**src/rtl/indexed_min_heap_unit_assert.svh**
```systemverilog
// ----------------------------------------------------------------------------
// Indexed min-heap assertion macros
// Shared concurrent assertion forms, clocked on the rising edge and held off
// while reset is low.
// ----------------------------------------------------------------------------
`ifndef INDEXED_MIN_HEAP_UNIT_ASSERT_SVH
`define INDEXED_MIN_HEAP_UNIT_ASSERT_SVH

// Condition must hold at every edge out of reset.
`define IMH_ASSERT_ALWAYS(lbl, clk, rstn, cond, msg) \
  lbl: assert property (@(posedge clk) disable iff (!rstn) (cond)) else $error(msg);

// Antecedent implies consequent in the same cycle.
`define IMH_ASSERT_IMPLIES(lbl, clk, rstn, ante, cons, msg) \
  lbl: assert property (@(posedge clk) disable iff (!rstn) (ante) |-> (cons)) \
    else $error(msg);

// Antecedent implies consequent in the next cycle.
`define IMH_ASSERT_NEXT(lbl, clk, rstn, ante, cons, msg) \
  lbl: assert property (@(posedge clk) disable iff (!rstn) (ante) |=> (cons)) \
    else $error(msg);

`endif

```
**src/rtl/imh_pkg.sv**
```systemverilog
// ----------------------------------------------------------------------------
// Indexed min-heap package
// Widths, codes and request types shared by the heap store, the key map and
// the sequencer.
// ----------------------------------------------------------------------------
`default_nettype none

package imh_pkg;

  localparam int CAPACITY = 256;
  localparam int PRIO_W   = 32;
  localparam int KEY_W    = 8;
  localparam int NKEYS    = 1 << KEY_W;
  localparam int SLOT_W   = $clog2(CAPACITY + 1);  // slots 1..CAPACITY
  localparam int ADDR_W   = $clog2(CAPACITY);      // slot CAPACITY folds onto 0

  typedef enum logic [1:0] {
    ACT_INSERT   = 2'd0,
    ACT_DECREASE = 2'd1,
    ACT_EXTRACT  = 2'd2,
    ACT_NONE     = 2'd3
  } action_t;

  typedef enum logic [1:0] {
    ST_OK    = 2'd0,
    ST_FULL  = 2'd1,
    ST_EMPTY = 2'd2,
    ST_KEY   = 2'd3
  } status_t;

  typedef struct packed {
    logic [KEY_W-1:0]  key;
    logic [PRIO_W-1:0] pri;
  } entry_t;

  typedef struct packed {
    logic              en;
    logic [ADDR_W-1:0] addr;
    entry_t            entry;
  } heap_wr_t;

  typedef struct packed {
    logic              en;
    logic              set;   // low clears the key
    logic [KEY_W-1:0]  key;
    logic [SLOT_W-1:0] slot;
  } slot_wr_t;

  function automatic logic [ADDR_W-1:0] slot_addr(input logic [SLOT_W-1:0] slot);
    slot_addr = slot[ADDR_W-1:0];
  endfunction

endpackage

`default_nettype wire

```
**src/rtl/imh_slot_map.sv**
```systemverilog
// ----------------------------------------------------------------------------
// Key position map
// Heap slot of every key, with one valid bit per key so that reset empties
// the map at once. A key without its valid bit reads as slot zero.
// ----------------------------------------------------------------------------
`default_nettype none

module imh_slot_map (
  input  wire logic                       clk,
  input  wire logic                       rst_n,
  input  wire imh_pkg::slot_wr_t          wr,
  input  wire logic [imh_pkg::KEY_W-1:0]  rd_key,
  output logic      [imh_pkg::SLOT_W-1:0] rd_slot
);

  logic [imh_pkg::SLOT_W-1:0] mem [imh_pkg::NKEYS];
  logic [imh_pkg::NKEYS-1:0]  valid_r;
  logic [imh_pkg::SLOT_W-1:0] rd_slot_r;
  logic                       rd_valid_r;

  always_ff @(posedge clk) begin
    if (!rst_n) begin
      valid_r    <= '0;
      rd_valid_r <= 1'b0;
    end else begin
      if (wr.en) begin
        valid_r[wr.key] <= wr.set;
      end
      rd_valid_r <= valid_r[rd_key];
    end
  end

  always_ff @(posedge clk) begin
    if (wr.en && wr.set) begin
      mem[wr.key] <= wr.slot;
    end
    rd_slot_r <= mem[rd_key];
  end

  assign rd_slot = rd_valid_r ? rd_slot_r : '0;

endmodule

`default_nettype wire

```
**config.mk**
```make
export PLATFORM = sky130hd
export DESIGN_NAME = imh_slot_map
export DESIGN_NICKNAME = d
export VERILOG_FILES = /design/src/rtl/indexed_min_heap_unit_assert.svh /design/src/rtl/imh_pkg.sv /design/src/rtl/imh_slot_map.sv
export SDC_FILE = /design/constraint.sdc
export NUM_CORES = 2
export LEC_CHECK = 0
export BUFFER_PORTS_ARGS = -buffer_cell sky130_fd_sc_hd__buf_2
export CORE_MARGIN = 2
export CORE_UTILIZATION = 50
export CTS_BUF_LIST = sky130_fd_sc_hd__clkbuf_8
export CTS_CLUSTER_DIAMETER = 80
export DETAILED_ROUTE_END_ITERATION = 16
export PLACE_DENSITY = 0.65
export RECOVER_POWER = 50
export SLEW_MARGIN = 20
export SYNTH_ARGS = -nofsm -noshare
export SYNTH_HDL_FRONTEND = slang
export SYNTH_SLANG_ARGS = --single-unit
```
**constraint.sdc**
```tcl
create_clock -name clk -period 3.5 [get_ports clk]
set_input_delay 0.35 -clock clk [delete_from_list [all_inputs] [get_ports clk]]
set_output_delay 0.35 -clock clk [all_outputs]
set_load 0.02 [all_outputs]
```
==> impl_metrics.ini <==
[grt]
overflow = 0
grt_pass1_vias = 55226
grt_util_met2_pct = 40.72
grt_util_met1_pct = 38.39
grt_max_degree = 140
grt_use_met3_pct = 5.231
grt_first_pass_wirelength_um = 393900
grt-busiest-layer = met2
track_usage_pct = 26.52
antenna_found_initial = 25

[layout]
final_nets = 5942
design_area_mm2 = 0.1154
area_growth_pct = 13.54
drive_gt1_share_pct = 28.00
final_util_pct = 57.08
fin_cells = 8904

[timing]
worst_pin_slew_ns = 3.265
slew_violations = 1112
relSlewSlack_pct = -117.7
fin_skew_ns = 0.09092
setup_violations = 0
rsz0062_at_grt = false
fin_setup_tns_ns = 0
timing.fmax_mhz = 315.7
timing.final.ws_setup_ns = 0.3327
hold_viol_final = 0
hold_ws_ns = 0.1292
period_share_pct = 90.50
min_period_ns = 3.167

[outcome]
status = finished, violations left
violations = capacitance limit, slew limit

[floorplan]
initial_utilization_pct = 50.28
io_pins = 38
placementRows = 165
die_area_mm2 = 0.2068
fp.dieH_um = 454.8
coreArea_mm2 = 0.2021
dieWidth_um = 454.8

[synth]
async_reset_ff_share_pct = 0
synth_edf_count = 2304
synthesis.instances = 5264
yosys.area.top_type = edfxtp_1
synth_fp_nets = 5293
synth_top_area_share_pct = 68.09
netlist_area_mm2 = 0.1016
synth-seq-area-share_pct = 73.33
ys_ff_latch = 2570
syn_avg_cell_area_um2 = 19.30
synth.distinct_cells = 40
yosysWarningCount = 0
ys_top_cells_by_area = edfxtp_1 (68%), mux4_2 (15%), dfxtp_1 (5.2%), a21boi_0 (1.7%), nor2_1 (1.1%)
yosys_most_used_dff = edfxtp_1

[detailed_routing]
wirelength_um = 274000
num_vias = 56050
detail-route-antenna-nets = 0
drtIter0Drc = 7371
vias_per_cell = 6.295
dr.pass1.iters = 6
drc = 0
routedWlPerCell_um = 30.77

[critical_path]
cp_data_required_time_ns = 4.19
worst_setup_path_start_kind = input pin
endpoint_kind = flip-flop
cp_max_fo = 16
arrival_ns = 3.86
critPathKind = in2reg

[clocking]
htree_levels = 5
cts_tree = done
clock_latency_ns = 1.08
cts_resized = 0
numCtsBuffers = 417
cts-root-buf = clkbuf_8
cts_buffer_depth = 4
clk_pin_slew_ns = 0.06
numClockSinks = 2570

[placement]
pre_cts_ws_ns = 0.08117
place_area_mm2 = 0.1082
dp_hpwl_um = 173400
place_congestion = 0.9304
dp.cells = 8143
portBuffers = 37

[pwr]
powerDensity_mw_per_mm2 = 518.6
finalPower_mw = 59.84
p_leak_nw = 37.26
ir_drop_mv = 0.3639

[worst_hold_path]
min_path_type = in2reg

[flow_run]
maxCapViolCount = 12
==> sequential cells by signal, indices dropped and copies added (netlist names) <==
register	flops
valid_r	256
rd_slot_r	9
rd_valid_r	1
mem	2304
==> layout make-up <==
class | count | area, um2
antenna | 14 | 35.03
clock buffer | 427 | 5877
clock inverter | 297 | 1350
fill | 15063 | 86740
inverter | 2 | 17.52
multi-input combinational | 2322 | 25170
sequential | 2570 | 74510
tap | 2672 | 3343
timing repair buffer | 600 | 5069
==> power by group <==
part	internal [mW]	switching [mW]
registers	33.5	0.0564
logic	1.19	2.01
clock network	11.6	11.5
==> layout by cell type (no fill, tap or decap), drive strengths merged, types with 145 or more instances in the layout <==
cell    count
edfxtp   2304
mux4      695
buf       523
clkbuf    481
nor2      300
dfxtp     266
a21boi    235
nand2     212
nand3     199
o21ai     172
inv       145
clkinv    145
==> logic make-up (layout without fill, tap and decap cells) <==
kind of cell           after synthesis  in the layout  synth area share (%)
AOI/OAI and AO/OA                  694            694                 4.652
other                                0             14                     0
buffers and inverters              372           1326                 1.975
muxes                              805            805                 16.49
DFF                               2570           2570                 73.33
and+or+nand+nor                    823            823                 3.557
==> routing by layer <==
| metal | vias up | wire (um) |
|---|---|---|
| met4 | 8 | 9584 |
| met3 | 572 | 26610 |
| met2 | 3050 | 127900 |
| met5 | - | 54 |
| met1 | 29538 | 109900 |
| li1 | 22882 | - |
==> Yosys cell counts (19+ instances only) <==
| cell | n |
|---|---|
| nand3_1 | 199 |
| o22ai_1 | 43 |
| buf_2 | 76 |
| buf_6 | 34 |
| clkbuf_1 | 213 |
| buf_4 | 20 |
| dfxtp_1 | 266 |
| a21boi_0 | 235 |
| mux2i_1 | 110 |
| nor2_1 | 300 |
| and2_1 | 19 |
| a21oi_1 | 46 |
| a32oi_1 | 72 |
| nor3_1 | 26 |
| edfxtp_1 | 2304 |
| o21a_1 | 99 |
| o21ai_0 | 172 |
| nand2_1 | 212 |
| mux4_2 | 695 |
==> final timing paths <==
path / from / end / depth (start not counted) / slack [ns]
hold reg to reg: valid_r[117] / valid_r[117] / 2 / 0.48
setup / recovery: wr[10] / mem[63][8] / 8 / 0.33
setup reg to reg: mem[199][5] / rd_slot_r[5] / 5 / 0.66
hold / removal: wr[14] / valid_r[198] / 5 / 0.13
==> repair_timing <==
action                                 in CTS  in global routing
hold buffers                               23                  0
endpoints found under the hold margin    1326                  0
setup buffers                               0                  0
==> critical path: stages <==
cell and delay (ns):
dlygate4sd3_1 0.63, clkbuf_1 0.54, nand2_1 0.23, nor2_1 0.30, nand2_2 0.09, clkbuf_1 0.76
nor2_1 0.30, clkbuf_1 0.62
Power figures use the tool's default switching activity.
